<file path="config.mk">
export PLATFORM = sky130hd
export DESIGN_NAME = toggle_compare_pwm_generator_unit
export DESIGN_NICKNAME = d
export VERILOG_FILES = /design/src/tcpg_pkg.sv /design/src/tcpg_div.sv /design/src/tcpg_mul.sv /design/src/toggle_compare_pwm_generator_unit.sv
export SDC_FILE = /design/constraint.sdc
export NUM_CORES = 1
export LEC_CHECK = 0
export BUFFER_PORTS_ARGS = -buffer_cell sky130_fd_sc_hd__buf_2
export CAP_MARGIN = 30
export CORE_AREA = 10 10 270 272
export DETAILED_ROUTE_END_ITERATION = 8
export DIE_AREA = 0 0 280 282
export RECOVER_POWER = 50
export SYNTH_ARGS = -nofsm -noshare
export SYNTH_HDL_FRONTEND = slang
export SYNTH_SLANG_ARGS = --single-unit
</file>
<file path="constraint.sdc">
create_clock -name i_clk -period 10.8 [get_ports i_clk]
set_clock_uncertainty 0.2 [all_clocks]
set_input_delay 2.16 -clock i_clk [delete_from_list [all_inputs] [get_ports i_clk]]
set_output_delay 2.16 -clock i_clk [all_outputs]
set_load 0.005 [all_outputs]
</file>
<file path="src/tcpg_pkg.sv">
// ----------------------------------------------------------------------------
// tcpg_pkg: shared types and constants of the toggle compare PWM generator
// Field widths, reset values, operation codes and state machine encoding.
// ----------------------------------------------------------------------------
package tcpg_pkg;

    // default configuration
    localparam int P_CHANNELS  = 4;
    localparam int P_TICK_RATE = 2000000;
    localparam int P_DUTY_BITS = 12;

    // fixed field widths
    localparam int OP_W    = 3;
    localparam int CH_W    = 2;
    localparam int VALUE_W = 21;
    localparam int PINS_W  = 4;
    localparam int TIME_W  = 16;
    localparam int CNT_W   = 16;

    // stream bus widths
    localparam int S_DATA_W = 24;
    localparam int S_USER_W = OP_W;
    localparam int M_DATA_W = 8;

    // frequency floor and reset values
    localparam int FREQ_MIN     = 31;
    localparam int CMP_RESET    = 10;
    localparam int HIGH_RESET   = 10;
    localparam int LOW_RESET    = 1990;
    localparam int FREQ_RESET   = 1000;
    localparam int DUTY_RESET   = 2048;

    typedef enum logic [OP_W-1:0] {
        OP_TICK   = 3'd0,
        OP_DUTY   = 3'd1,
        OP_FREQ   = 3'd2,
        OP_LEVEL  = 3'd3,
        OP_ENABLE = 3'd4
    } t_op;

    typedef enum logic [2:0] {
        ST_IDLE,
        ST_LOAD,
        ST_DIV,
        ST_MUL,
        ST_DONE
    } t_state;

endpackage

</file>
<file path="src/tcpg_div.sv">
// ----------------------------------------------------------------------------
// tcpg_div: bit-serial restoring divider
// Divides a constant tick rate by a frequency, one quotient bit per cycle.
// ----------------------------------------------------------------------------
module tcpg_div #(
    parameter int DIVIDEND = tcpg_pkg::P_TICK_RATE,
    parameter int Q_W      = 16
) (
    input  logic                         i_clk,
    input  logic                         i_rst_n,
    input  logic                         i_start,
    input  logic [tcpg_pkg::VALUE_W-1:0] i_divisor,
    output logic                         o_done,
    output logic [Q_W-1:0]               o_quotient
);

    localparam int DIV_W = $clog2(DIVIDEND + 1);
    localparam int CW    = $clog2(DIV_W + 1);
    localparam int VW    = tcpg_pkg::VALUE_W;

    logic [DIV_W-1:0] r_num;
    logic [DIV_W-1:0] r_quo;
    logic [VW-1:0]    r_rem;
    logic [VW-1:0]    r_dvs;
    logic [CW-1:0]    r_cnt;
    logic             r_busy;
    logic             r_done;

    logic [VW:0] trial;
    logic [VW:0] diff;
    logic        fits;

    // shift the next dividend bit into the partial remainder
    assign trial = {r_rem, r_num[DIV_W-1]};
    assign diff  = trial - {1'b0, r_dvs};
    assign fits  = (trial >= {1'b0, r_dvs});

    always_ff @(posedge i_clk) begin
        if (!i_rst_n) begin
            r_busy <= 1'b0;
            r_done <= 1'b0;
            r_cnt  <= '0;
        end else begin
            r_done <= 1'b0;
            if (i_start) begin
                r_busy <= 1'b1;
                r_cnt  <= CW'(DIV_W);
            end else if (r_busy) begin
                r_cnt <= r_cnt - 1'b1;
                if (r_cnt == CW'(1)) begin
                    r_busy <= 1'b0;
                    r_done <= 1'b1;
                end
            end
        end
    end

    always_ff @(posedge i_clk) begin
        if (i_start) begin
            r_num <= DIV_W'(DIVIDEND);
            r_quo <= '0;
            r_rem <= '0;
            r_dvs <= i_divisor;
        end else if (r_busy) begin
            r_num <= {r_num[DIV_W-2:0], 1'b0};
            r_quo <= {r_quo[DIV_W-2:0], fits};
            r_rem <= fits ? diff[VW-1:0] : trial[VW-1:0];
        end
    end

    assign o_done     = r_done;
    assign o_quotient = Q_W'(r_quo);

endmodule

</file>
<file path="src/tcpg_mul.sv">
// ----------------------------------------------------------------------------
// tcpg_mul: bit-serial dual multiplier
// Forms (period*duty)>>DUTY_BITS and (period*~duty)>>DUTY_BITS, one duty
// bit per cycle, least significant first; dropped bits fall off the bottom.
// ----------------------------------------------------------------------------
module tcpg_mul #(
    parameter int PERIOD_W  = 16,
    parameter int DUTY_BITS = tcpg_pkg::P_DUTY_BITS
) (
    input  logic                        i_clk,
    input  logic                        i_rst_n,
    input  logic                        i_start,
    input  logic [PERIOD_W-1:0]         i_period,
    input  logic [DUTY_BITS-1:0]        i_duty,
    output logic                        o_done,
    output logic [tcpg_pkg::TIME_W-1:0] o_high,
    output logic [tcpg_pkg::TIME_W-1:0] o_low
);

    localparam int CW = $clog2(DUTY_BITS + 1);

    logic [PERIOD_W-1:0]  r_per;
    logic [PERIOD_W-1:0]  r_acc_h;
    logic [PERIOD_W-1:0]  r_acc_l;
    logic [DUTY_BITS-1:0] r_dh;
    logic [DUTY_BITS-1:0] r_dl;
    logic [CW-1:0]        r_cnt;
    logic                 r_busy;
    logic                 r_done;

    logic [PERIOD_W:0] sum_h;
    logic [PERIOD_W:0] sum_l;

    assign sum_h = {1'b0, r_acc_h} + (r_dh[0] ? {1'b0, r_per} : '0);
    assign sum_l = {1'b0, r_acc_l} + (r_dl[0] ? {1'b0, r_per} : '0);

    always_ff @(posedge i_clk) begin
        if (!i_rst_n) begin
            r_busy <= 1'b0;
            r_done <= 1'b0;
            r_cnt  <= '0;
        end else begin
            r_done <= 1'b0;
            if (i_start) begin
                r_busy <= 1'b1;
                r_cnt  <= CW'(DUTY_BITS);
            end else if (r_busy) begin
                r_cnt <= r_cnt - 1'b1;
                if (r_cnt == CW'(1)) begin
                    r_busy <= 1'b0;
                    r_done <= 1'b1;
                end
            end
        end
    end

    always_ff @(posedge i_clk) begin
        if (i_start) begin
            r_per   <= i_period;
            r_acc_h <= '0;
            r_acc_l <= '0;
            r_dh    <= i_duty;
            r_dl    <= ~i_duty;
        end else if (r_busy) begin
            // add, then halve: the accumulator keeps floor(partial / 2^k)
            r_acc_h <= sum_h[PERIOD_W:1];
            r_acc_l <= sum_l[PERIOD_W:1];
            r_dh    <= r_dh >> 1;
            r_dl    <= r_dl >> 1;
        end
    end

    assign o_done = r_done;
    assign o_high = tcpg_pkg::TIME_W'(r_acc_h);
    assign o_low  = tcpg_pkg::TIME_W'(r_acc_l);

endmodule

</file>
<file path="src/toggle_compare_pwm_generator_unit.sv">
// ----------------------------------------------------------------------------
// toggle_compare_pwm_generator_unit: output compare toggle PWM generator
// Ticks, level writes, enables and rejected writes: one transfer per cycle
//   when idle and the output is free; result registered the cycle after.
// Duty and frequency writes: the sequencer runs the serial divider (one
//   quotient bit per cycle), then the serial multiplier (one duty bit per
//   cycle), then waits for a free output register. Sync reset.
// ----------------------------------------------------------------------------
module toggle_compare_pwm_generator_unit #(
    parameter int CHANNELS  = tcpg_pkg::P_CHANNELS,
    parameter int TICK_RATE = tcpg_pkg::P_TICK_RATE,
    parameter int DUTY_BITS = tcpg_pkg::P_DUTY_BITS
) (
    input  logic                          i_clk,
    input  logic                          i_rst_n,
    // input item: tdata = channel[1:0], value[22:2], zero pad[23]
    input  logic                          i_s_tvalid,
    output logic                          o_s_tready,
    input  logic [tcpg_pkg::S_DATA_W-1:0] i_s_tdata,
    // tuser = op[2:0]
    input  logic [tcpg_pkg::S_USER_W-1:0] i_s_tuser,
    // result item: tdata = pin_levels[3:0], write_rejected[4], zero pad[7:5]
    output logic                          o_m_tvalid,
    input  logic                          i_m_tready,
    output logic [tcpg_pkg::M_DATA_W-1:0] o_m_tdata
);

    localparam int VW          = tcpg_pkg::VALUE_W;
    localparam int TW          = tcpg_pkg::TIME_W;
    localparam int IDX_W       = (CHANNELS > 1) ? $clog2(CHANNELS) : 1;
    localparam int PERIOD_W    = $clog2(TICK_RATE / tcpg_pkg::FREQ_MIN + 1);
    localparam int PINS_VIEW_W = tcpg_pkg::PINS_W;
    localparam logic [VW-1:0] DUTY_MAX = VW'((1 << DUTY_BITS) - 1);
    localparam logic [VW-1:0] F_MIN    = VW'(tcpg_pkg::FREQ_MIN);
    localparam logic [VW-1:0] F_MAX    = VW'(TICK_RATE);

    // channel state
    logic [tcpg_pkg::CNT_W-1:0] r_cnt,  n_cnt;
    logic [TW-1:0]              r_cmp   [CHANNELS];
    logic [TW-1:0]              n_cmp   [CHANNELS];
    logic [TW-1:0]              r_high  [CHANNELS];
    logic [TW-1:0]              n_high  [CHANNELS];
    logic [TW-1:0]              r_low   [CHANNELS];
    logic [TW-1:0]              n_low   [CHANNELS];
    logic [VW-1:0]              r_freq  [CHANNELS];
    logic [VW-1:0]              n_freq  [CHANNELS];
    logic [DUTY_BITS-1:0]       r_duty  [CHANNELS];
    logic [DUTY_BITS-1:0]       n_duty  [CHANNELS];
    logic                       r_lowph [CHANNELS];
    logic                       n_lowph [CHANNELS];
    logic                       r_pwm   [CHANNELS];
    logic                       n_pwm   [CHANNELS];
    logic                       r_fix   [CHANNELS];
    logic                       n_fix   [CHANNELS];
    logic                       r_pin   [CHANNELS];
    logic                       n_pin   [CHANNELS];

    // control
    tcpg_pkg::t_state r_state, n_state;
    logic [IDX_W-1:0] r_ch, n_ch;
    logic             r_out_valid, n_out_valid;
    logic             r_rej, n_rej;

    // item decode
    tcpg_pkg::t_op             op;
    logic [tcpg_pkg::CH_W-1:0] ch_in;
    logic [IDX_W-1:0]          ch_idx;
    logic [VW-1:0]             val;
    logic                      ch_ok;
    logic                      in_xfer;
    logic                      out_free;
    logic                      go_calc;
    logic                      imm_load;

    // sequencer strobes
    logic div_start;
    logic div_done;
    logic mul_start;
    logic mul_done;
    logic time_we;
    logic done_load;

    logic [PERIOD_W-1:0]    period;
    logic [TW-1:0]          mul_high;
    logic [TW-1:0]          mul_low;
    logic [PINS_VIEW_W-1:0] pin_view;

    assign op      = tcpg_pkg::t_op'(i_s_tuser);
    assign ch_in   = i_s_tdata[tcpg_pkg::CH_W-1:0];
    assign val     = i_s_tdata[tcpg_pkg::CH_W +: VW];
    assign ch_idx  = IDX_W'(ch_in);
    assign ch_ok   = (32'(ch_in) < CHANNELS);
    assign in_xfer = i_s_tvalid && o_s_tready;

    // the output register may take a new result when empty or being drained
    assign out_free = !r_out_valid || i_m_tready;

    // ---------------------------------------------------------------------
    // sequencer: next state
    // ---------------------------------------------------------------------
    always_comb begin
        n_state = r_state;
        unique case (r_state)
            tcpg_pkg::ST_IDLE: begin
                if (in_xfer && go_calc) n_state = tcpg_pkg::ST_LOAD;
            end
            tcpg_pkg::ST_LOAD: begin
                n_state = tcpg_pkg::ST_DIV;
            end
            tcpg_pkg::ST_DIV: begin
                if (div_done) n_state = tcpg_pkg::ST_MUL;
            end
            tcpg_pkg::ST_MUL: begin
                if (mul_done) n_state = tcpg_pkg::ST_DONE;
            end
            tcpg_pkg::ST_DONE: begin
                if (out_free) n_state = tcpg_pkg::ST_IDLE;
            end
            default: n_state = tcpg_pkg::ST_IDLE;
        endcase
    end

    // ---------------------------------------------------------------------
    // sequencer: outputs
    // ---------------------------------------------------------------------
    always_comb begin
        o_s_tready = 1'b0;
        div_start  = 1'b0;
        mul_start  = 1'b0;
        time_we    = 1'b0;
        done_load  = 1'b0;
        unique case (r_state)
            tcpg_pkg::ST_IDLE: o_s_tready = out_free;
            tcpg_pkg::ST_LOAD: div_start  = 1'b1;
            tcpg_pkg::ST_DIV:  mul_start  = div_done;
            tcpg_pkg::ST_MUL:  time_we    = mul_done;
            tcpg_pkg::ST_DONE: done_load  = out_free;
            default: ;
        endcase
    end

    // ---------------------------------------------------------------------
    // channel datapath
    // ---------------------------------------------------------------------
    always_comb begin
        n_cnt   = r_cnt;
        n_cmp   = r_cmp;
        n_high  = r_high;
        n_low   = r_low;
        n_freq  = r_freq;
        n_duty  = r_duty;
        n_lowph = r_lowph;
        n_pwm   = r_pwm;
        n_fix   = r_fix;
        n_pin   = r_pin;
        n_ch    = r_ch;
        n_rej   = r_rej;
        go_calc = 1'b0;

        if (in_xfer) begin
            n_rej = 1'b0;
            n_ch  = ch_idx;
            case (op)
                tcpg_pkg::OP_TICK: begin
                    // serve every channel in the same tick
                    for (int i = 0; i < CHANNELS; i++) begin
                        if (!r_pwm[i]) begin
                            n_pin[i] = r_fix[i];
                        end else if (r_cmp[i] == r_cnt) begin
                            n_pin[i]   = !r_pin[i];
                            n_cmp[i]   = r_cmp[i] + (r_lowph[i] ? r_low[i] : r_high[i]);
                            n_lowph[i] = !r_lowph[i];
                        end
                    end
                    n_cnt = r_cnt + 1'b1;
                end
                tcpg_pkg::OP_DUTY: begin
                    if (ch_ok) begin
                        if (val > DUTY_MAX) begin
                            n_rej = 1'b1;
                        end else begin
                            n_duty[ch_idx] = val[DUTY_BITS-1:0];
                            go_calc        = 1'b1;
                        end
                    end
                end
                tcpg_pkg::OP_FREQ: begin
                    if (ch_ok) begin
                        if (val < F_MIN) begin
                            n_freq[ch_idx] = F_MIN;
                        end else if (val > F_MAX) begin
                            n_freq[ch_idx] = F_MAX;
                        end else begin
                            n_freq[ch_idx] = val;
                        end
                        go_calc = 1'b1;
                    end
                end
                tcpg_pkg::OP_LEVEL: begin
                    if (ch_ok) begin
                        if (val > VW'(1)) begin
                            n_rej = 1'b1;
                        end else begin
                            n_fix[ch_idx] = val[0];
                            n_pwm[ch_idx] = 1'b0;
                            n_pin[ch_idx] = val[0];
                        end
                    end
                end
                tcpg_pkg::OP_ENABLE: begin
                    if (ch_ok) begin
                        n_pwm[ch_idx] = (val != '0);
                        if (val == '0) n_pin[ch_idx] = r_fix[ch_idx];
                    end
                end
                default: ;  // unknown op: leave everything as it is
            endcase
        end

        // store the recomputed times of the addressed channel
        if (time_we) begin
            n_high[r_ch] = mul_high;
            n_low[r_ch]  = mul_low;
            n_rej        = 1'b0;
        end
    end

    // results that need no arithmetic go straight to the output register
    assign imm_load = in_xfer && !go_calc;

    always_comb begin
        n_out_valid = r_out_valid;
        if (imm_load || done_load) begin
            n_out_valid = 1'b1;
        end else if (i_m_tready) begin
            n_out_valid = 1'b0;
        end
    end

    always_ff @(posedge i_clk) begin
        if (!i_rst_n) begin
            r_state     <= tcpg_pkg::ST_IDLE;
            r_out_valid <= 1'b0;
            r_cnt       <= '0;
            for (int i = 0; i < CHANNELS; i++) begin
                r_cmp[i]   <= TW'(tcpg_pkg::CMP_RESET);
                r_high[i]  <= TW'(tcpg_pkg::HIGH_RESET);
                r_low[i]   <= TW'(tcpg_pkg::LOW_RESET);
                r_freq[i]  <= VW'(tcpg_pkg::FREQ_RESET);
                r_duty[i]  <= DUTY_BITS'(tcpg_pkg::DUTY_RESET);
                r_lowph[i] <= 1'b0;
                r_pwm[i]   <= 1'b0;
                r_fix[i]   <= 1'b0;
                r_pin[i]   <= 1'b0;
            end
        end else begin
            r_state     <= n_state;
            r_out_valid <= n_out_valid;
            r_cnt       <= n_cnt;
            r_cmp       <= n_cmp;
            r_high      <= n_high;
            r_low       <= n_low;
            r_freq      <= n_freq;
            r_duty      <= n_duty;
            r_lowph     <= n_lowph;
            r_pwm       <= n_pwm;
            r_fix       <= n_fix;
            r_pin       <= n_pin;
        end
    end

    // payload: no reset needed
    always_ff @(posedge i_clk) begin
        r_ch  <= n_ch;
        r_rej <= n_rej;
    end

    // ---------------------------------------------------------------------
    // serial arithmetic: period = TICK_RATE / f, then the two times
    // ---------------------------------------------------------------------
    tcpg_div #(
        .DIVIDEND (TICK_RATE),
        .Q_W      (PERIOD_W)
    ) u_div (
        .i_clk      (i_clk),
        .i_rst_n    (i_rst_n),
        .i_start    (div_start),
        .i_divisor  (r_freq[r_ch]),
        .o_done     (div_done),
        .o_quotient (period)
    );

    tcpg_mul #(
        .PERIOD_W  (PERIOD_W),
        .DUTY_BITS (DUTY_BITS)
    ) u_mul (
        .i_clk    (i_clk),
        .i_rst_n  (i_rst_n),
        .i_start  (mul_start),
        .i_period (period),
        .i_duty   (r_duty[r_ch]),
        .o_done   (mul_done),
        .o_high   (mul_high),
        .o_low    (mul_low)
    );

    // ---------------------------------------------------------------------
    // result: pins change only at an input transfer, and a transfer needs a
    // free output register, so the live pins always match the held result
    // ---------------------------------------------------------------------
    for (genvar g = 0; g < PINS_VIEW_W; g++) begin : g_pin
        if (g < CHANNELS) begin : g_live
            assign pin_view[g] = r_pin[g];
        end else begin : g_none
            assign pin_view[g] = 1'b0;
        end
    end

    assign o_m_tvalid = r_out_valid;
    assign o_m_tdata  = {3'b000, r_rej, pin_view};

endmodule

</file>
==> run_results.csv <==
group,metric,value,unit
run_status,status,"finished, violations left",
run_status,violations,"max-capacitance violations, max-slew violations",
hold_path,hp-start,"u_div.r_quo[15]$_SDFFE_PP0P_",
floorplanning,die_w,280,µm
worst_setup_path,r2r_cells,6,
floorplanning,rows,96,
worst_setup_path,cp_slowest_cell,"clkbuf_1",
routing,vias,21400,
routing,vias_per_cell,5.35,
clocking,cts_resized,0,
place,preCtsSetupSlack,5.32,ns
timing,worst_pin_slew,3.42,ns
grt,grt.overflow.total,0,
worst_setup_path,cp_data_required_time,11.12,ns
clocking,cts_root_buf,"clkbuf_16",
clocking,clk_pin_slew,0.06,ns
yosys,ys.flop_type,"dfxtp_1",
yosys,ys_seq_elements,520,
timing,fin_crit,6.60,ns
grt,first_global_vias,20100,
routing,dr.first_iter.drc_count,1568,
timing,max-slew-margin-rel,-128,%
clocking,cts_buffer_depth,3,
clocking,cts_made_buffers,55,
run,drv_cap,5,
clocking,cts_hold_repair.buffers,0,
finish,area_growth,10.6,%
finish,stdcell_count,3993,
grt,antenna_found_initial,3,
worst_setup_path,r2r-end,"u_mul.r_dl[3]$_DFFE_PP_",
finish,finalInstanceArea,0.0296,mm²
place,dpl.hpwl,48000,µm
worst_setup_path,slowest_delay,2.47,ns
routing,wl,70800,µm
yosys,synth_cell_types,80,
grt,track_usage,17.6,%
finish,final_cell_mix,"nand2_1 (604), dfxtp_1 (455), a21oi_1 (299)",
timing,slew_violations,260,
routing,post_drt_wl_per_cell,17.7,µm
timing,final_hold_viol_count,0,
yosys,synth.avg_cell_area,8.60,µm²
hold_path,hold_path_class,"register to register",
yosys,synthesis.area,0.0268,mm²
clocking,cts_sinks,520,
worst_setup_path,crit_path_max_fanout,67,
place,io_buffers,36,
worst_setup_path,cp_cell_sequence,"clkbuf_1 -> clkbuf_1 -> nand2_1 -> a211oi_1",
power,p_per_area,160,mW/mm²
floorplanning,core-area,0.0677,mm²
grt,grt_first_pass_wirelength,112000,µm
timing,fin_setup_tns,0,ns
worst_setup_path,worst_path_most_repeated_cell,"clkbuf_1",
routing,drt-pass1-iter-count,5,
floorplanning,dieArea,0.0790,mm²
power,peakVddDrop,0.125,mV
clocking,clock_latency,0.63,ns
worst_setup_path,crit_path_end_kind,"register",
yosys,synth_warnings,0,
yosys,netlist_instances,3116,
worst_setup_path,crit_type,"primary input to register",
timing,rsz0062_at_grt,"false",
clocking,post_cts_buffers,0,
yosys,synth_edf_count,63,
timing,fin_crit_sh,61.1,%
floorplanning,pin_count,41,
clocking,cts_tree,"yes",
worst_setup_path,start_kind,"primary input",
finish,filler_cell_count,6746,
finish,nNetsFinal,3217,
yosys,ys_seq_area_share,41.2,%
floorplanning,die_h,282,µm
grt,grt_max_degree,138,
yosys,async_flop_share,0,%
place,dp_cells,3888,
worst_setup_path,cp_num_buf_inv,2,
place,place_congestion,0.838,
place,placed_cell_area,0.0277,mm²
timing,worst_slack,4.20,ns
finish,utilization,43.7,%
worst_setup_path,rrSetupSlack,6.38,ns
worst_setup_path,worstPathArrival,6.92,ns
floorplanning,initial_core_util,39.6,%
hold_path,whs_path_depth,0,
clocking,cts_max_level,2,
hold_path,min_to,"u_mul.r_per[15]$_DFFE_PP_",
finish,final_layout_size_suffix_gt1_share,9.23,%
worst_setup_path,r2r_start,"r_state[2]$_SDFFE_PN0P_",
timing,fmax,151,MHz
timing,setup_violations,0,
routing,drc,0,
power,p_leak,11.6,nW
routing,final_antenna_net_count,0,
finish,mostFrequentLayoutCell,"nand2_1",
worst_setup_path,crit_family,"buffers and inverters",
==> power breakdown <==
part	internal, mW	switching (mW)	total, mW
clock	1.20	0.851	2.05
sequential	2.04	0.0984	2.14
combinational	0.221	0.315	0.536
==> synthesized netlist by cell type, drive strengths merged (48+ instances only) <==
cell type	number	area, µm²
edfxtp	63	1890
mux2	61	687
buf	48	244
nor2	266	998
dfxtp	457	9150
mux2i	100	1000
clkbuf	135	507
inv	82	308
nand3	74	380
o21ai	96	484
ha	116	1450
nand2	604	2270
a21oi	300	1510
xnor2	126	1100
o211ai	50	375
and2	48	300
==> routing by layer <==
metal	GRT usage, %	routed length [µm]	vias to the layer above
met3	2.82	3330	112
li1	-	-	10700
met1	23.8	33100	10100
met5	0	7	-
met2	28.8	32600	396
met4	4.84	1690	2
==> registers in the layout, indices dropped and copies added (netlist names), 16 cells and up <==
signal	count
r_cmp	64
u_div.r_quo	16
u_mul.o_low	16
r_freq	84
r_high	64
u_div.r_dvs	21
r_low	64
r_cnt	16
u_mul.r_per	16
u_div.r_rem	21
u_mul.o_high	16
r_duty	48
==> worst reg2reg max path, cell delays in order, from the launching register on <==
cell	delay [ns]
dfxtp_1	0.38
nor2_1	0.17
nand3_1	0.30
clkinv_1	0.10
clkbuf_1	2.41
nand2_1	0.39
o21a_1	0.25
==> final cells by class <==
| class | count | area (µm²) | area share [%] |
|---|---|---|---|
| clock buffers | 66 | 1550 | 5.24 |
| diodes | 1 | 2.50 | 0.00844 |
| flip-flops and latches | 520 | 11000 | 37.3 |
| clock inverters | 38 | 435 | 1.47 |
| inverters | 82 | 315 | 1.06 |
| repair buffers | 71 | 464 | 1.57 |
| well taps | 882 | 1100 | 3.72 |
| multi-input cells | 2333 | 14700 | 49.7 |
==> worst max-delay path by stage <==
stage	from	endpoint	depth (start not counted)
2_1_floorplan	i_m_tready	o_s_tready	2
3_3_place_gp	i_m_tready	o_s_tready	4
3_5_place_dp	i_m_tready	o_s_tready	4
4_1_cts	i_m_tready	o_s_tready	4
5_1_grt	i_rst_n	u_mul.r_cnt[1]$_SDFFE_PP0P_	4
6_report	i_rst_n	u_div.r_cnt[1]$_SDFFE_PP0P_	4
==> cell families after synthesis <==
kind of cell               count (synthesis)  synth area share (%)
and+or+nand+nor                         1205                  19.8
AOI/OAI and AO/OA                        650                  14.9
DFF                                      520                  41.2
buffers and inverters                    265                  3.95
muxes                                    194                  9.07
xor gates and xnor gates                 158                  5.16
adders and majority gates                123                  5.94
other                                      1                0.0140
==> metrics by stage <==
step,hold slack [ns],power (mW)
after floorplan,0.208,2.57
after global placement,0.220,2.71
after detailed placement,0.220,2.72
after CTS,0.240,4.78
after global routing,0.263,4.93
final,0.239,4.73
No activity file was read; power rests on OpenSTA's default activity.
